===== config.mk =====
export PLATFORM = sky130hd
export DESIGN_NAME = semaphore_bank_with_wait_fifos_top
export DESIGN_NICKNAME = d
export VERILOG_FILES = /design/src/sv/sbwf_pkg.sv /design/src/sv/semaphore_bank_with_wait_fifos_top.sv
export VERILOG_INCLUDE_DIRS = /design/src /design/src/sv
export SDC_FILE = /design/constraint.sdc
export NUM_CORES = 1
export LEC_CHECK = 0
export ABC_AREA = 1
export CAP_MARGIN = 20
export CORE_UTILIZATION = 57
export DETAILED_ROUTE_END_ITERATION = 10
export DONT_BUFFER_PORTS = 1
export PLACE_DENSITY = 0.81
export SETUP_SLACK_MARGIN = 0.02
export SYNTH_ARGS = -nofsm -noshare
export SYNTH_HDL_FRONTEND = slang
export SYNTH_SLANG_ARGS = --single-unit

===== constraint.sdc =====
create_clock -name clk -period 3.7 [get_ports clk]
set_clock_uncertainty 0.1 [all_clocks]
set_input_delay 0 -clock clk [delete_from_list [all_inputs] [get_ports clk]]
set_output_delay 0 -clock clk [all_outputs]
set_load 0.02 [all_outputs]

===== src/sv/semaphore_bank_with_wait_fifos_top_macros.svh =====
// Assertion macros shared by the semaphore bank RTL.
`ifndef SEMAPHORE_BANK_WITH_WAIT_FIFOS_TOP_MACROS_SVH
`define SEMAPHORE_BANK_WITH_WAIT_FIFOS_TOP_MACROS_SVH
`ifndef SYNTHESIS
// Checked property, disabled while reset is high.
`define SBWF_ASSERT(lbl, clk, rst, prop, msg) \
  lbl: assert property (@(posedge clk) disable iff (rst) prop) else $error(msg);
// Checked property, also evaluated during reset.
`define SBWF_ASSERT_ALWAYS(lbl, clk, prop, msg) \
  lbl: assert property (@(posedge clk) prop) else $error(msg);
`else
`define SBWF_ASSERT(lbl, clk, rst, prop, msg)
`define SBWF_ASSERT_ALWAYS(lbl, clk, prop, msg)
`endif
`endif


===== src/sv/sbwf_pkg.sv =====
// Types and constants of the semaphore bank.
package sbwf_pkg;

  typedef enum logic [1:0] {
    FN_CREATE  = 2'd0,
    FN_WAIT    = 2'd1,
    FN_SIGNAL  = 2'd2,
    FN_DESTROY = 2'd3
  } func_t;

  localparam int unsigned FUNC_W  = 2;
  localparam int unsigned SEM_W   = 3;
  localparam int unsigned PID_W   = 8;
  localparam int unsigned START_W = 16;
  localparam int unsigned COUNT_W = 15;

  localparam logic [COUNT_W-1:0] COUNT_MAX = '1;

  localparam logic STATUS_OK   = 1'b0;
  localparam logic STATUS_FAIL = 1'b1;

endpackage


===== src/sv/semaphore_bank_with_wait_fifos_top.sv =====
// Bank of counting semaphores with per-semaphore FIFOs of blocked process ids.
//
//  channel   dir  handshake                       payload
//  s_axis    in   s_axis_tvalid / s_axis_tready   func, sem_id, proc_id, start_value
//  m_axis    out  m_axis_tvalid / m_axis_tready   status, caller_blocked,
//                                                 released_valid, released_id, count_after
//  cfg       in   cfg_wen                         init_process_id
//
//  One operation per cycle sustained while m_axis accepts results. A transfer lands in
//  the input register; when it advances, the addressed semaphore's count, pointers and
//  fill are updated and the result register loads, driving m_axis_tvalid.
//  The wait store is one RAM (SEM_COUNT*QUEUE_DEPTH entries) with one write and one
//  registered read per cycle; the released id comes from its read register.
//  Reset clears all semaphores, pointers, fill counts and init_process_id at once;
//  the wait store itself is not cleared (fill counts guard every read).
//  Backpressure on m_axis holds the result and then the input register.
`include "semaphore_bank_with_wait_fifos_top_macros.svh"

module semaphore_bank_with_wait_fifos_top #(
  parameter int unsigned SEM_COUNT   = 5,
  parameter int unsigned QUEUE_DEPTH = 16
) (
  input  logic        clk,
  input  logic        rst,
  // stream in
  input  logic        s_axis_tvalid,
  output logic        s_axis_tready,
  input  logic [31:0] s_axis_tdata,  // func[1:0], sem_id[4:2], proc_id[12:5],
                                     // start_value[28:13], zero[31:29]
  // stream out
  output logic        m_axis_tvalid,
  input  logic        m_axis_tready,
  output logic [31:0] m_axis_tdata,  // status[0], caller_blocked[1], released_valid[2],
                                     // released_id[10:3], count_after[25:11], zero[31:26]
  // config
  input  logic        cfg_wen,
  input  logic [7:0]  cfg_wdata      // init_process_id
);

  localparam int unsigned SIW   = (SEM_COUNT > 1) ? $clog2(SEM_COUNT) : 1;
  localparam int unsigned QW    = (QUEUE_DEPTH > 1) ? $clog2(QUEUE_DEPTH) : 1;
  localparam int unsigned FW    = $clog2(QUEUE_DEPTH + 1);
  localparam int unsigned MDEP  = SEM_COUNT * QUEUE_DEPTH;
  localparam int unsigned MAW   = (MDEP > 1) ? $clog2(MDEP) : 1;
  localparam int unsigned CW    = sbwf_pkg::COUNT_W;
  localparam int unsigned PW    = sbwf_pkg::PID_W;

  // configuration
  logic [PW-1:0] init_pid;

  // input register
  logic                          r_vld;
  sbwf_pkg::func_t               r_func;
  logic [sbwf_pkg::SEM_W-1:0]    r_sem;
  logic [PW-1:0]                 r_pid;
  logic [sbwf_pkg::START_W-1:0]  r_start;

  // semaphore state
  logic          present [SEM_COUNT];
  logic [CW-1:0] count   [SEM_COUNT];
  logic [QW-1:0] head    [SEM_COUNT];
  logic [QW-1:0] tail    [SEM_COUNT];
  logic [FW-1:0] fill    [SEM_COUNT];

  // wait store
  logic [PW-1:0] wait_mem [MDEP];
  logic [PW-1:0] rd_q;

  // result register
  logic          o_vld;
  logic          o_status;
  logic          o_blocked;
  logic          o_rel_v;
  logic [CW-1:0] o_count;

  // per-item combinational results
  logic           adv;
  logic           sem_ok;
  logic [SIW-1:0] s_idx;
  logic           cur_present;
  logic [CW-1:0]  cur_count;
  logic [QW-1:0]  cur_head;
  logic [QW-1:0]  cur_tail;
  logic [FW-1:0]  cur_fill;
  logic           present_next;
  logic [CW-1:0]  count_next;
  logic [QW-1:0]  head_next;
  logic [QW-1:0]  tail_next;
  logic [FW-1:0]  fill_next;
  logic           st_wr;
  logic           enq;
  logic           deq;
  logic           res_status;
  logic           res_blocked;
  logic [CW-1:0]  res_count;
  logic [CW-1:0]  cnt_dec;
  logic [CW-1:0]  cnt_inc;
  logic [MAW-1:0] wr_addr;
  logic [MAW-1:0] rd_addr;

  assign adv           = r_vld && (!o_vld || m_axis_tready);
  assign s_axis_tready = !r_vld || adv;
  assign m_axis_tvalid = o_vld;
  assign m_axis_tdata  = {6'b0, o_count, (o_rel_v ? rd_q : {PW{1'b0}}),
                          o_rel_v, o_blocked, o_status};

  always_ff @(posedge clk) begin
    if (rst) begin
      init_pid <= '0;
    end else if (cfg_wen) begin
      init_pid <= cfg_wdata;
    end
  end

  // input register
  always_ff @(posedge clk) begin
    if (rst) begin
      r_vld <= 1'b0;
    end else if (s_axis_tready) begin
      r_vld <= s_axis_tvalid;
    end
  end

  always_ff @(posedge clk) begin
    if (s_axis_tready && s_axis_tvalid) begin
      r_func  <= sbwf_pkg::func_t'(s_axis_tdata[1:0]);
      r_sem   <= s_axis_tdata[4:2];
      r_pid   <= s_axis_tdata[12:5];
      r_start <= s_axis_tdata[28:13];
    end
  end

  assign sem_ok      = (32'(r_sem) < SEM_COUNT);
  assign s_idx       = r_sem[SIW-1:0];
  assign cur_present = sem_ok ? present[s_idx] : 1'b0;
  assign cur_count   = sem_ok ? count[s_idx]   : '0;
  assign cur_head    = sem_ok ? head[s_idx]    : '0;
  assign cur_tail    = sem_ok ? tail[s_idx]    : '0;
  assign cur_fill    = sem_ok ? fill[s_idx]    : '0;

  assign cnt_dec = (cur_count != '0) ? cur_count - CW'(1) : cur_count;
  assign cnt_inc = (cur_count != sbwf_pkg::COUNT_MAX) ? cur_count + CW'(1) : cur_count;

  // operation decode for the addressed semaphore
  always_comb begin
    present_next = cur_present;
    count_next   = cur_count;
    head_next    = cur_head;
    tail_next    = cur_tail;
    fill_next    = cur_fill;
    st_wr        = 1'b0;
    enq          = 1'b0;
    deq          = 1'b0;
    res_status   = sbwf_pkg::STATUS_FAIL;
    res_blocked  = 1'b0;
    res_count    = '0;
    if (sem_ok) begin
      case (r_func)
        sbwf_pkg::FN_CREATE: begin
          if (!cur_present) begin
            present_next = 1'b1;
            count_next   = r_start[15] ? '0 : r_start[CW-1:0];
            head_next    = '0;
            tail_next    = '0;
            fill_next    = '0;
            st_wr        = 1'b1;
            res_status   = sbwf_pkg::STATUS_OK;
          end
          res_count = count_next;
        end
        sbwf_pkg::FN_WAIT: begin
          if (cur_present) begin
            st_wr      = 1'b1;
            res_status = sbwf_pkg::STATUS_OK;
            count_next = cnt_dec;
            if (cnt_dec == '0 && r_pid != init_pid) begin
              if (cur_fill == FW'(QUEUE_DEPTH)) begin
                res_status = sbwf_pkg::STATUS_FAIL;
              end else begin
                enq         = 1'b1;
                res_blocked = 1'b1;
                tail_next   = (32'(cur_tail) == QUEUE_DEPTH - 1) ? '0 : cur_tail + QW'(1);
                fill_next   = cur_fill + FW'(1);
              end
            end
            res_count = count_next;
          end
        end
        sbwf_pkg::FN_SIGNAL: begin
          if (cur_present) begin
            st_wr      = 1'b1;
            res_status = sbwf_pkg::STATUS_OK;
            count_next = cnt_inc;
            // count is always positive after an increment
            if (cur_fill != '0) begin
              deq       = 1'b1;
              head_next = (32'(cur_head) == QUEUE_DEPTH - 1) ? '0 : cur_head + QW'(1);
              fill_next = cur_fill - FW'(1);
            end
            res_count = count_next;
          end
        end
        sbwf_pkg::FN_DESTROY: begin
          if (cur_present) begin
            st_wr        = 1'b1;
            res_status   = sbwf_pkg::STATUS_OK;
            present_next = 1'b0;
            count_next   = '0;
            head_next    = '0;
            tail_next    = '0;
            fill_next    = '0;
            res_count    = '0;
          end
        end
        default: begin
          res_status = sbwf_pkg::STATUS_FAIL;
        end
      endcase
    end
  end

  // state update
  always_ff @(posedge clk) begin
    if (rst) begin
      for (int i = 0; i < SEM_COUNT; i++) begin
        present[i] <= 1'b0;
        count[i]   <= '0;
        head[i]    <= '0;
        tail[i]    <= '0;
        fill[i]    <= '0;
      end
    end else if (adv && st_wr) begin
      present[s_idx] <= present_next;
      count[s_idx]   <= count_next;
      head[s_idx]    <= head_next;
      tail[s_idx]    <= tail_next;
      fill[s_idx]    <= fill_next;
    end
  end

  // wait store: enqueue at tail, dequeue at head
  assign wr_addr = MAW'(s_idx) * MAW'(QUEUE_DEPTH) + MAW'(cur_tail);
  assign rd_addr = MAW'(s_idx) * MAW'(QUEUE_DEPTH) + MAW'(cur_head);

  always_ff @(posedge clk) begin
    if (adv && enq) begin
      wait_mem[wr_addr] <= r_pid;
    end
    if (adv && deq) begin
      rd_q <= wait_mem[rd_addr];
    end
  end

  // result register
  always_ff @(posedge clk) begin
    if (rst) begin
      o_vld <= 1'b0;
    end else if (adv) begin
      o_vld <= 1'b1;
    end else if (m_axis_tready) begin
      o_vld <= 1'b0;
    end
  end

  always_ff @(posedge clk) begin
    if (adv) begin
      o_status  <= res_status;
      o_blocked <= res_blocked;
      o_rel_v   <= deq;
      o_count   <= res_count;
    end
  end

  `SBWF_ASSERT(a_block_excl, clk, rst, (o_vld && o_blocked) |-> (o_status == sbwf_pkg::STATUS_OK && !o_rel_v), "blocked result must be a successful wait without release")
  `SBWF_ASSERT(a_fill_bound, clk, rst, (r_vld && sem_ok) |-> (32'(cur_fill) <= QUEUE_DEPTH), "wait queue fill beyond depth")
  `SBWF_ASSERT(a_adv_result, clk, rst, adv |=> o_vld, "processed item produced no result")
  `SBWF_ASSERT(a_free_ready, clk, rst, !o_vld |-> s_axis_tready, "input stalled with empty result register")
  `SBWF_ASSERT_ALWAYS(a_rst_idle, clk, $past(rst) |-> (!r_vld && !o_vld), "pipeline not empty after reset")

endmodule

Word level (Yosys, flattened, before mapping). Memories as Yosys holds them, arrays and structs flattened. A register that Yosys moved wholly into a read port is not among the register bits. Index checks and enable logic that the tools add are counted.

Add/sub/neg operators: 8. $lt $le $gt $ge: 1. Eq/ne operators: 8. Multiplexer cells: 90. Reductions and logical operators: 22.

Operators with widths (count): 15-bit 2-to-1 mux (12); 15-bit case mux with 4 select lines (2); 4-bit 2-to-1 mux (17); 5-bit 2-to-1 mux (10); 1-bit 2-to-1 mux (32); 3-bit 2-to-1 mux (10); 4-bit case mux with 3 select lines (2); 5-bit case mux with 4 select lines (1); 15-bit by 1-bit adder with 15-bit output (second input constant) (1); 15-bit zero test (1); 15-bit != test (second input constant) (1); 15-bit nonzero test (1); 15-bit OR reduction (1); 15-bit by 1-bit subtractor with 15-bit output (second input constant) (1); 7-bit by 4-bit adder with 7-bit output (2); 4-bit by 1-bit adder with 4-bit output (second input constant) (2); 4-bit equality test (second input constant) (2); 8-bit 2-to-1 mux (1); 8-bit != test (1); 4-bit OR reduction (2); 1-bit logical AND (6); 5-bit by 1-bit adder with 5-bit output (second input constant) (1); 5-bit equality test (second input constant) (1); 5-bit nonzero test (1); 14 further kinds (18).

Bits in registers: 57. Memory bits (writable): 785. Input port bits: 45. Output and inout port bits: 34. Logic and storage cells: 146. Memories kept: 6.

Memories: wait_mem (words 80, width 8, rd ports 1, clocked after memory_dff 1, write ports 1, RTL line semaphore_bank_with_wait_fifos_top.sv:66) `logic [PW-1:0] wait_mem [MDEP];`; count (words 5, width 15, rd ports 1, clocked after memory_dff 1, write ports 5, RTL line semaphore_bank_with_wait_fifos_top.sv:60) `logic [CW-1:0] count [SEM_COUNT];`; fill (words 5, width 5, rd ports 1, clocked after memory_dff 1, write ports 5, RTL line semaphore_bank_with_wait_fifos_top.sv:63) `logic [FW-1:0] fill [SEM_COUNT];`; head (words 5, width 4, rd ports 1, clocked after memory_dff 1, write ports 5, RTL line semaphore_bank_with_wait_fifos_top.sv:61) `logic [QW-1:0] head [SEM_COUNT];`; tail (words 5, width 4, rd ports 1, clocked after memory_dff 1, write ports 5, RTL line semaphore_bank_with_wait_fifos_top.sv:62) `logic [QW-1:0] tail [SEM_COUNT];`; present (words 5, width 1, rd ports 1, clocked after memory_dff 1, write ports 5, RTL line semaphore_bank_with_wait_fifos_top.sv:59) `logic present [SEM_COUNT];`.

Logic depth before layout (Yosys ltp).
Depth after elaboration: 13. Depth in mapped cells: 27. Gate-level depth less buffers: 24.

Worst setup path after synthesis. No wires, ideal clock.

Path type: register to register. Start: register (tool-made name). End: memory wait_mem[35][0] (netlist name) (enable). Setup time: 0.370 ns. Arrival: 3.390 ns. Required time: 3.230 ns. Path slack: -0.160 ns. Cell stages (with the launch flop): 25. Path buffers: 4. Clock period less this slack: 3.860 ns. Path through: dfxtp_1 -> buf_6 -> buf_6 -> buf_2 -> nor2_1 -> nor2_1 -> o21ai_0 -> nand3_1 -> nand3_1 -> ha_1 -> nand3_2 -> nor2_4 -> nand3_2 -> buf_6 -> nand3_1 -> nand2_1 -> nor2_1 -> nand3_1 -> nor2_4 -> nand3_2 -> nor2_4 -> nand2_4 -> nor2_4 -> nand3_4 -> nor2_1.

RTL lines (RTL line): end: declaration (semaphore_bank_with_wait_fifos_top.sv:66).

==> flow_summary.ini <==
[setup_path]
path_max_fanout = 8
worstSetupEndpointType = flop
critical_path_required_ps = 3930
startpoint_type = flop
cp.arrival_ps = 4110
critical_path_class = reg2reg

[yosys]
syn_inst = 3629
ys_seq_elements = 940
synthFlopType = edfxtp_1
ys_seq_area_share_pct = 69.17
netlist_top_cells_count = edfxtp_1, nor2_1, nand2_1, o21ai_0, inv_1
async_reset_ff_share_pct = 0
yosysUniqueCellTypes = 50
synth.area.top_cells = edfxtp_1, nor2_1, nand2_1
synth_warnings = 0
synthMostInstantiatedCell = edfxtp_1
syn_avg_cell_area_um2 = 11.19
synth_top_cell_area_share_pct = 68.53
synth-edff-count = 927
synth_area_um2 = 40620
synth_area_leader_cell = edfxtp_1

[sta]
layout_min_cycle_time_ps = 3883
setup_viol_count_final = 660
hold_violations = 0
timing.final.ws_setup_ps = -182.6
fin_hold_ws_ps = 62.41
rsz0062_at_grt = true
drv_slew = 0
fmaxAchievable_mhz = 257.6
relSlewSlack_pct = 41.17
timing.final.crit_share_pct = 104.9
worstMarginPinSlew_ps = 875.7

[floorplanning]
coreArea_um2 = 70270
start_util_pct = 57.81
rows = 97
die_h_um = 269.0
dieWidth_um = 269.0
die_area_um2 = 72340
ios = 79

[status]
outcome = finished with violations
failed_checks = DRC, setup timing

[cts]
cts_tree = done
clk_latency_ps = 660
cts_root_buffer = clkbuf_16
clockBufferDepth = 3
htreeDepth = 3
cts_sinks = 940
clkSlewWorstSetupHoldPaths_ps = 60
cts_made_buffers = 93

[placement]
io_buffers = 0
postPlaceCellArea_um2 = 44750
dpl.hpwl_mm = 74.12
gp_routability_congestion = 1.002

[pwr]
p_per_area_nw_per_um2 = 512.3
p_total_uw = 25160
ir_drop_mv = 0.5157
p_leak_uw = 0.01847

[drt]
wl_mm = 120.0
drt-initial-drc-count = 4727
wl_per_cell_um = 23.64
vias_per_cell = 6.156
postRouteAntennaNets = 0
drc = 1
dr.pass1.iters = 11
vias = 31250

[global_routing]
grt_use_total_pct = 33.02
grt_max_degree = 98
grt_pass1_vias = 30410
grt-ovfl-total = 0
grt_pass1_wl_mm = 177.0
antenna_found_initial = 0

[job]
drv_cap = 0

[final_layout]
drive_above_1_share_pct = 16.39
areaGrowthSynthToFinish_pct = 20.92
nNetsFinal = 4118
diodes = 0
final_cell_area_um2 = 49120

[hold_path]
hold_class = in2reg
flip-flops by register name, indices dropped and copies added, names as in the netlist, named ones only:
signal and flops:
fill 40, r_sem 3, r_start 16, count 120, o_rel_v 1, init_pid 8, wait_mem 640, head 32
tail 32, m_axis_tvalid 1, o_status 1, r_func 2, o_blocked 1, r_pid 8, rd_q 8, o_count 15
r_vld 1, present 8
critical path, cell delays in order (launching register included):
cell and delay [ps]:
dfxtp_4 460, inv_8 70, buf_12 140, nand2_2 50, nand2_1 50, nand2_1 90
nand3_2 110, nand3_4 120, ha_4 160, nand3_4 100, nor2_4 160, buf_6 120
inv_2 30, nor2_2 120, nor2_1 60, inv_1 70, nand2_1 70, nor2_2 100
nand2_2 70, nor2_4 180, nand3_4 110, nor2_4 130, nand2_4 120, nor2_4 170
nand2_4 130, buf_12 190, nor2_4 230
placed cells by master, fill, tap and decap left out, drive strengths merged, types with 67 or more instances in the layout:
cell,Yosys,layout
nand2,592,592
dlygate4sd3,0,88
edfxtp,927,927
o21ai,425,425
buf,73,363
nand3,232,232
clkbuf,136,118
inv,230,233
conb,1,93
o22ai,96,96
o221ai,67,67
nor2,630,630
cell type report:
cell class	count	area, µm²
Inverter	235	899.6
Tap cell	940	1176
Timing Repair Buffer	454	4292
Clock inverter	55	526.8
Multi-Input combinational cell	2337	11690
Fill cell	4643	21150
Sequential cell	940	28100
Clock buffer	115	2431
power by group:
group / switching, µW / internal, µW / total, µW
clock: 4010 / 5240 / 9260
sequential: 99.9 / 12000 / 12100
combinational: 2610 / 1250 / 3850
total: 6720 / 18400 / 25200
routing by layer:
| layer | GRT usage [%] | part of all wire [%] |
|---|---|---|
| met1 | 41.61 | 35 |
| met2 | 54.14 | 48 |
| met3 | 6.155 | 11 |
| met4 | 18.30 | 6.0 |
| met5 | 0 | 0 |
cells by family (layout without fill, tap and decap cells):
family	after synthesis	in the layout	share of synthesized area (%)
other	1	93	0.009232
adders and majority gates	12	12	0.3696
xor gates and xnor gates	19	19	0.4097
DFF	940	940	69.17
AOI/OAI and AO/OA	727	727	10.37
buffers and inverters	444	859	4.531
and+or+nand+nor	1486	1486	15.15
metrics by stage:
step           setup WS, ps  instances  util [%]  setup TNS (ps)
6_report             -182.6       5076     69.90          -74110
2_1_floorplan         6.754       3721         -               0
3_3_place_gp         -184.7       4804     63.69          -75350
5_1_grt              -336.3       5076     69.90         -181840
4_1_cts              -140.8       5067     69.41          -27340
3_5_place_dp         -210.6       4804     63.69          -94370
worst paths after layout:
path | end | start | slack, ps | cells past startpoint
max | wait_mem[37][7] | flop | -180 | 26
min | m_axis_tvalid | m_axis_tready | 60 | 4
min reg2reg | m_axis_tvalid | m_axis_tvalid | 570 | 2
max reg2reg | wait_mem[37][7] | flop | -180 | 26
repair_timing:
item                                    in CTS  in global routing
setup buffers                                5                  6
pin swaps                                   19                  5
endpoints found under the hold margin      109                  0
cloned                                       0                  3
endpoints found under the setup margin     655                883
hold buffers                                88                  0
gates resized for setup                     32                 53
Note: power is estimated with default switching activity, not from simulation.
